`config.mk`:
```
export PLATFORM = sky130hd
export DESIGN_NAME = tce_sequencer
export DESIGN_NICKNAME = d
export VERILOG_FILES = /design/src/design/tce_pkg.sv /design/src/design/tce_sequencer.sv
export SDC_FILE = /design/constraint.sdc
export NUM_CORES = 1
export LEC_CHECK = 0
export ABC_AREA = 1
export BUFFER_PORTS_ARGS = -buffer_cell sky130_fd_sc_hd__clkbuf_2
export CAP_MARGIN = 20
export CORE_MARGIN = 2
export CORE_UTILIZATION = 51
export CTS_CLUSTER_DIAMETER = 100
export CTS_CLUSTER_SIZE = 24
export DETAILED_ROUTE_END_ITERATION = 8
export PLACE_DENSITY_LB_ADDON = 0.05
export SYNTH_ARGS = -nofsm -noshare
export SYNTH_HDL_FRONTEND = slang
export SYNTH_SLANG_ARGS = --single-unit
```
`constraint.sdc`:
```
create_clock -name clk -period 3.1 [get_ports clk]
set_input_delay 0.62 -clock clk [delete_from_list [all_inputs] [get_ports clk]]
set_output_delay 0.62 -clock clk [all_outputs]
set_load 0.01 [all_outputs]
```
`src/design/tce_pkg.sv`:
```
// ----------------------------------------------------------------------------
// tce_pkg
// Shared constants and types of the text console engine: control character
// codes, default screen geometry, sequencer states and the result record.
// ----------------------------------------------------------------------------
package tce_pkg;

	// default screen geometry
	localparam int DEF_COLUMNS = 80;
	localparam int DEF_ROWS    = 25;

	// control characters
	localparam logic [7:0] CH_TAB   = 8'h09;
	localparam logic [7:0] CH_LF    = 8'h0A;
	localparam logic [7:0] CH_CR    = 8'h0D;
	localparam logic [7:0] CH_BS    = 8'h08;
	localparam logic [7:0] CH_SPACE = 8'h20;

	// tab stops and the bound on spaces emitted by one tab
	localparam int TAB_STOP  = 8;
	localparam int TAB_GUARD = 2 * TAB_STOP;

	// attribute reset value
	localparam logic [7:0] ATTR_RESET = 8'h01;

	// request opcodes
	localparam logic OP_PUT  = 1'b0;
	localparam logic OP_READ = 1'b1;

	// sequencer states
	typedef enum logic [2:0] {
		ST_CLEAR,
		ST_IDLE,
		ST_READ,
		ST_PRINT,
		ST_SCROLL_COPY,
		ST_SCROLL_MASK,
		ST_SCROLL_DRAIN,
		ST_DONE
	} tce_state_t;

	// finished result handed from the sequencer to the output stage
	typedef struct packed {
		logic       valid;
		logic [4:0] caret_row;
		logic [6:0] caret_col;
		logic [7:0] cell_char;
		logic [7:0] cell_attr;
	} tce_res_t;

endpackage

```
`src/design/tce_sequencer.sv`:
```
// ----------------------------------------------------------------------------
// tce_sequencer
// Console control: cursor registers, character decode, tab expansion,
// wrap, backspace, cell reads, the screen scroll sweep and the clearing
// pass after reset. Drives the screen store ports.
// ----------------------------------------------------------------------------
module tce_sequencer
	import tce_pkg::*;
#(
	parameter int COLUMNS = DEF_COLUMNS,
	parameter int ROWS    = DEF_ROWS,
	localparam int DEPTH  = ROWS * COLUMNS,
	localparam int AW     = $clog2(DEPTH)
) (
	input  logic          clk,
	input  logic          arst_n,
	// request side
	input  logic          req_valid,
	output logic          idle,
	input  logic          op,
	input  logic [7:0]    char_code,
	input  logic [4:0]    read_row,
	input  logic [6:0]    read_col,
	input  logic [7:0]    attr,
	// result side
	output tce_res_t      res,
	input  logic          out_free,
	// screen store
	output logic          wr_en,
	output logic [AW-1:0] wr_addr,
	output logic [15:0]   wr_data,
	output logic          rd_en,
	output logic [AW-1:0] rd_addr,
	input  logic [15:0]   rd_data
);

	localparam int RW = $clog2(ROWS);
	localparam int CW = $clog2(COLUMNS + 1);
	localparam int GW = $clog2(TAB_GUARD + 1);

	localparam logic [AW-1:0] LAST_ADDR = AW'(DEPTH - 1);
	localparam logic [AW-1:0] BOT_BASE  = AW'((ROWS - 1) * COLUMNS);
	localparam logic [AW-1:0] ROW_STEP  = AW'(COLUMNS);
	localparam logic [RW-1:0] LAST_ROW  = RW'(ROWS - 1);
	localparam logic [CW-1:0] COL_END   = CW'(COLUMNS);
	localparam logic [CW-1:0] LAST_COL  = CW'(COLUMNS - 1);
	localparam logic [GW-1:0] GUARD_MAX = GW'(TAB_GUARD);

	tce_state_t state_q, state_d;

	logic [RW-1:0] row_q, row_d;
	logic [CW-1:0] col_q, col_d;
	logic [7:0]    ch_q, ch_d;
	logic          tab_q, tab_d;
	logic [GW-1:0] guard_q, guard_d;
	logic          ret_print_q, ret_print_d;
	logic [AW-1:0] sweep_q, sweep_d;
	logic          hit_q, hit_d;
	logic [7:0]    res_char_q, res_char_d;
	logic [7:0]    res_attr_q, res_attr_d;

	// scroll write, issued in the cycle after its read
	logic          cp_wr_s1, cp_wr_d;
	logic [AW-1:0] cp_addr_s1, cp_addr_d;
	logic          cp_mask_s1, cp_mask_d;

	logic [CW-1:0] col_inc;
	logic [CW-1:0] col_dec;
	logic [GW-1:0] guard_inc;
	logic          rd_in_range;

	function automatic logic [AW-1:0] cell_addr(input logic [RW-1:0] r,
	                                            input logic [CW-1:0] c);
		return AW'(32'(r) * COLUMNS + 32'(c));
	endfunction

	assign col_inc     = col_q + 1'b1;
	assign col_dec     = (col_q - 1'b1 >= COL_END) ? LAST_COL : col_q - 1'b1;
	assign guard_inc   = guard_q + 1'b1;
	assign rd_in_range = (32'(read_row) < ROWS) && (32'(read_col) < COLUMNS);

	// state and payload registers
	always_ff @(posedge clk or negedge arst_n) begin
		if (!arst_n) begin
			state_q  <= ST_CLEAR;
			row_q    <= '0;
			col_q    <= '0;
			sweep_q  <= '0;
			cp_wr_s1 <= 1'b0;
		end else begin
			state_q  <= state_d;
			row_q    <= row_d;
			col_q    <= col_d;
			sweep_q  <= sweep_d;
			cp_wr_s1 <= cp_wr_d;
		end
	end

	always_ff @(posedge clk) begin
		ch_q        <= ch_d;
		tab_q       <= tab_d;
		guard_q     <= guard_d;
		ret_print_q <= ret_print_d;
		hit_q       <= hit_d;
		res_char_q  <= res_char_d;
		res_attr_q  <= res_attr_d;
		cp_addr_s1  <= cp_addr_d;
		cp_mask_s1  <= cp_mask_d;
	end

	// next state and store control
	always_comb begin
		state_d     = state_q;
		row_d       = row_q;
		col_d       = col_q;
		ch_d        = ch_q;
		tab_d       = tab_q;
		guard_d     = guard_q;
		ret_print_d = ret_print_q;
		sweep_d     = sweep_q;
		hit_d       = hit_q;
		res_char_d  = res_char_q;
		res_attr_d  = res_attr_q;
		cp_wr_d     = 1'b0;
		cp_addr_d   = cp_addr_s1;
		cp_mask_d   = 1'b0;

		rd_en   = 1'b0;
		rd_addr = sweep_q;
		// pending scroll write by default
		wr_en   = cp_wr_s1;
		wr_addr = cp_addr_s1;
		wr_data = cp_mask_s1 ? {rd_data[15:8], 8'h00} : rd_data;

		idle = (state_q == ST_IDLE);
		res  = '{valid:     (state_q == ST_DONE),
		         caret_row: 5'(row_q),
		         caret_col: 7'(col_q),
		         cell_char: res_char_q,
		         cell_attr: res_attr_q};

		case (state_q)
			// zero the whole store after reset
			ST_CLEAR: begin
				wr_en   = 1'b1;
				wr_addr = sweep_q;
				wr_data = '0;
				if (sweep_q == LAST_ADDR) begin
					sweep_d = '0;
					state_d = ST_IDLE;
				end else begin
					sweep_d = sweep_q + 1'b1;
				end
			end

			// take a request and decode it
			ST_IDLE: begin
				if (req_valid) begin
					res_char_d = '0;
					res_attr_d = '0;
					hit_d      = 1'b0;
					if (op == OP_READ) begin
						hit_d   = rd_in_range;
						rd_en   = rd_in_range;
						rd_addr = AW'(32'(read_row) * COLUMNS + 32'(read_col));
						state_d = ST_READ;
					end else begin
						case (char_code)
							CH_TAB: begin
								ch_d    = CH_SPACE;
								tab_d   = 1'b1;
								guard_d = '0;
								state_d = ST_PRINT;
							end
							CH_CR: begin
								col_d   = '0;
								state_d = ST_DONE;
							end
							CH_LF: begin
								col_d = '0;
								if (row_q == LAST_ROW) begin
									ret_print_d = 1'b0;
									sweep_d     = ROW_STEP;
									state_d     = ST_SCROLL_COPY;
								end else begin
									row_d   = row_q + 1'b1;
									state_d = ST_DONE;
								end
							end
							CH_BS: begin
								state_d = ST_DONE;
								if (col_q != '0) begin
									col_d   = col_dec;
									wr_en   = 1'b1;
									wr_addr = cell_addr(row_q, col_dec);
									wr_data = {attr, CH_SPACE};
								end else if (row_q != '0) begin
									col_d   = LAST_COL;
									row_d   = row_q - 1'b1;
									wr_en   = 1'b1;
									wr_addr = cell_addr(row_q - 1'b1, LAST_COL);
									wr_data = {attr, CH_SPACE};
								end
							end
							default: begin
								ch_d    = char_code;
								tab_d   = 1'b0;
								state_d = ST_PRINT;
							end
						endcase
					end
				end
			end

			// cell read data is back
			ST_READ: begin
				if (hit_q) begin
					res_char_d = rd_data[7:0];
					res_attr_d = rd_data[15:8];
				end
				state_d = ST_DONE;
			end

			// one printable character, with lazy wrap first
			ST_PRINT: begin
				if (col_q >= COL_END) begin
					col_d = '0;
					if (row_q == LAST_ROW) begin
						ret_print_d = 1'b1;
						sweep_d     = ROW_STEP;
						state_d     = ST_SCROLL_COPY;
					end else begin
						row_d = row_q + 1'b1;
					end
				end else begin
					wr_en   = 1'b1;
					wr_addr = cell_addr(row_q, col_q);
					wr_data = {attr, ch_q};
					col_d   = col_inc;
					guard_d = guard_inc;
					if (!(tab_q && (col_inc % TAB_STOP != '0) && (guard_inc < GUARD_MAX))) begin
						state_d = ST_DONE;
					end
				end
			end

			// move every row up by one
			ST_SCROLL_COPY: begin
				rd_en     = 1'b1;
				rd_addr   = sweep_q;
				cp_wr_d   = 1'b1;
				cp_addr_d = sweep_q - ROW_STEP;
				if (sweep_q == LAST_ADDR) begin
					sweep_d = BOT_BASE;
					state_d = ST_SCROLL_MASK;
				end else begin
					sweep_d = sweep_q + 1'b1;
				end
			end

			// blank the bottom row's characters, keep its attributes
			ST_SCROLL_MASK: begin
				rd_en     = 1'b1;
				rd_addr   = sweep_q;
				cp_wr_d   = 1'b1;
				cp_addr_d = sweep_q;
				cp_mask_d = 1'b1;
				if (sweep_q == LAST_ADDR) begin
					state_d = ST_SCROLL_DRAIN;
				end else begin
					sweep_d = sweep_q + 1'b1;
				end
			end

			// last scroll write goes out here
			ST_SCROLL_DRAIN: begin
				state_d = ret_print_q ? ST_PRINT : ST_DONE;
			end

			// hold the result until the output stage takes it
			ST_DONE: begin
				if (out_free) begin
					state_d = ST_IDLE;
				end
			end

			default: begin
				state_d = ST_IDLE;
			end
		endcase
	end

endmodule

```
==> results.ini <==
[clocking]
cts_buffers=9
cts_hold_buffers=0
cts.sinks=71
clock_path_buffers=2
tritoncts=yes
root_buffer=clkbuf_16
clk_latency_ns=0.35
clk_pin_slew_ns=0.06
h-tree-depth=3

[detailed_routing]
final_antenna_net_count=0
vias=6204
post_drt_wl_per_cell_um=15.8
wirelength_um=18100
met3RoutedLength_um=1270
top_layer=met4
viasPerCell=5.44
drcViolationCount=0
first_iter_violations=540
wl_met2_um=8620
wl_met1_um=7540
first_pass_iters=5

[timing]
tightest_slew_ns=0.777
maxSlewHeadroom_pct=48.2
drv_slew=0
finClkSkew_ns=0.00765
period_share_pct=112
layout_setup_ws_ns=-0.369
finalSetupViolCount=6
final_hold_viol_count=0
fmax_mhz=288
rsz0062_at_grt=yes
period_minus_slack_ns=3.47
fin_hold_ws_ns=0.339

[pwr]
cellPowerDensity_nw_per_um2=1140
ir_drop_mv=0.626
p_leak_uw=0.00381

[critical_path]
cp.arrival_ns=2.85
cp_max_fo=4
cp-end-kind=output port
start_kind=flop
worst_r2r_endpoint=res_attr_q[5]$_SDFFCE_PN0P_
ff2ff_path_depth=7
r2r_slack_ns=0.94
worstSetupPathType=flop to output port
r2r-start=state_q[2]$_DFFE_PN0P_
cp.required_ns=2.48

[synthesis]
yosys_warnings=0
synth-seq-cells=71
syn-num-nets=915
yosysTopAreaCell=edfxtp_1
yosysMostFrequentCell=nand2_1
synth.top_cells.by_count=nand2_1, inv_1, nor2_1, nand3_1, edfxtp_1
yosysUniqueCellTypes=43
synth_flop_cell=edfxtp_1
yosysSeqAreaShare_pct=33.3
async_flop_share_pct=38.0
synth_edf_count=43
synthesis.area_sq_um=5970
syn-instance-count=822
synth.area.top_cells=edfxtp_1, nand2_1, dfrtp_1, ha_1, inv_1
syn_avg_cell_area_sq_um=7.26
yosys.area.top_type_share_pct=21.6

[final_layout]
finish.utilization_pct=67.0
area_growth_pct=28.3
final_layout_size_suffix_gt1_share_pct=30.2
fill_cells=968
stdcell_count=1140
regArea_sq_um=1990
multiInputGateArea_sq_um=3680
antenna_cells=0
nets=1085

[global_route]
grt.overflow.total=0
grt_pass1_vias=5820
antenna_found_initial=0
grt_first_pass_wirelength_um=28900
grt_usage_pct=28.5
grt_max_degree=28

[status]
violations=setup timing
status=finished with violations

[placed_design]
dpl.hpwl_um=13700
port_buffers=118
placed_cells=1103
routabilityCongestion=0.927

[die]
die_x_um=112
core_area_sq_um=11400
dieArea_sq_um=12600
io_pins=119
fp-row-count=39
die_y_um=112
initial_core_util_pct=52.3

[run]
max-cap-violations=0

[hold_path]
hold_class=input port to async pin

==> flip-flops by register name, summed over array words and instances (netlist names) <==
signal / cells
ret_print_q: 1
res_attr_q: 8
guard_q: 5
tab_q: 1
hit_q: 1
cp_addr_s1: 11
cp_mask_s1: 1
sweep_q: 11
ch_q: 8
state_q: 3
cp_wr_s1: 1
row_q: 5
col_q: 7
res_char_q: 8
==> how the worst max path moves through the flow <==
| stage | startpoint | to | depth (start not counted) |
|---|---|---|---|
| 2_1_floorplan | row_q[0]$_DFFE_PN0P_ | wr_addr[8] | 14 |
| 3_3_place_gp | row_q[0]$_DFFE_PN0P_ | wr_addr[8] | 14 |
| 3_5_place_dp | row_q[0]$_DFFE_PN0P_ | wr_addr[8] | 14 |
| 4_1_cts | row_q[0]$_DFFE_PN0P_ | wr_addr[8] | 14 |
| 5_1_grt | row_q[1]$_DFFE_PN0P_ | wr_addr[10] | 13 |
| 6_report | row_q[0]$_DFFE_PN0P_ | wr_addr[8] | 14 |
==> cells by family (layout without fill, tap and decap cells) <==
logic type      after synthesis  count (layout)  share of synthesized area [%]
xor+xnor                     30              30                           4.40
compound gates              132             132                           12.1
fa+ha+maj                    44              44                           9.98
buf+inv                     144             319                           9.88
simple gates                401             401                           30.4
flops                        71              71                           33.3
==> where the power goes <==
| group | internal (uW) | switching, uW |
|---|---|---|
| registers | 1380 | 228 |
| clock network | 540 | 421 |
| logic | 2410 | 3710 |
==> metal layers <==
| layer | GRT usage (%) | up-vias |
|---|---|---|
| li1 | - | 3046 |
| met1 | 36.9 | 2843 |
| met2 | 47.6 | 265 |
| met3 | 5.08 | 50 |
| met4 | 11.2 | 0 |
| met5 | 0 | - |
==> critical path, cell delays in order (launching register included) <==
cell,delay (ns)
dfrtp_2,0.42
inv_4,0.10
nand3_4,0.08
xor2_2,0.16
ha_1,0.30
ha_2,0.17
inv_2,0.04
fa_1,0.52
inv_2,0.06
or2_4,0.23
nand3_2,0.07
o21ai_2,0.05
a21oi_1,0.12
nand2_1,0.06
buf_2,0.13
==> layout by cell type (no fill, tap or decap), types with 3 or more instances in the layout <==
cell / count
inv_4: 6
dfrtp_1: 23
ha_1: 29
o22ai_1: 6
nand2_2: 11
buf_6: 3
dfrtp_2: 4
xor2_1: 19
clkbuf_16: 9
a211oi_1: 4
fa_1: 4
nor2_4: 8
nand2_1: 175
clkbuf_2: 116
ha_4: 6
inv_1: 96
o21ai_0: 36
clkinv_2: 4
nor2_2: 7
nor2_1: 84
ha_2: 3
nand4_1: 11
a31oi_1: 3
buf_4: 58
a21oi_1: 35
xnor2_1: 6
a21oi_2: 5
nand3_2: 5
nand2_4: 7
xnor2_2: 3
nand3_1: 73
nor3_1: 6
o21ai_1: 34
inv_2: 22
edfxtp_1: 43
==> layout make-up <==
cell class	count	share of cell area (%)
clock buffer	10	2.99
clock inverter	6	0.490
inverter	124	6.28
multi-input combinational	607	48.0
sequential	71	26.0
tap	143	2.34
timing repair buffer	179	13.8
==> through the flow <==
step	instance area [sq um]	setup slack, ns	TNS, ns	total power, uW
floorplan	5990	0.00540	0	5100
global placement	6950	-0.0730	-0.0951	6700
detailed placement	6950	-0.144	-0.283	6830
CTS	7440	-0.363	-1.19	8330
global route	7650	-0.523	-2.38	9430
finish	7650	-0.369	-1.32	8690
==> repair_timing <==
item / 4_1_cts / 5_1_grt
gates resized for setup: 50 / 30
buffers inserted: 10 / 11
hold endpoints to repair: 0 / 0
pin swaps: 24 / 15
endpoints found under the setup margin: 6 / 27
No activity file was read; power rests on OpenSTA's default activity.
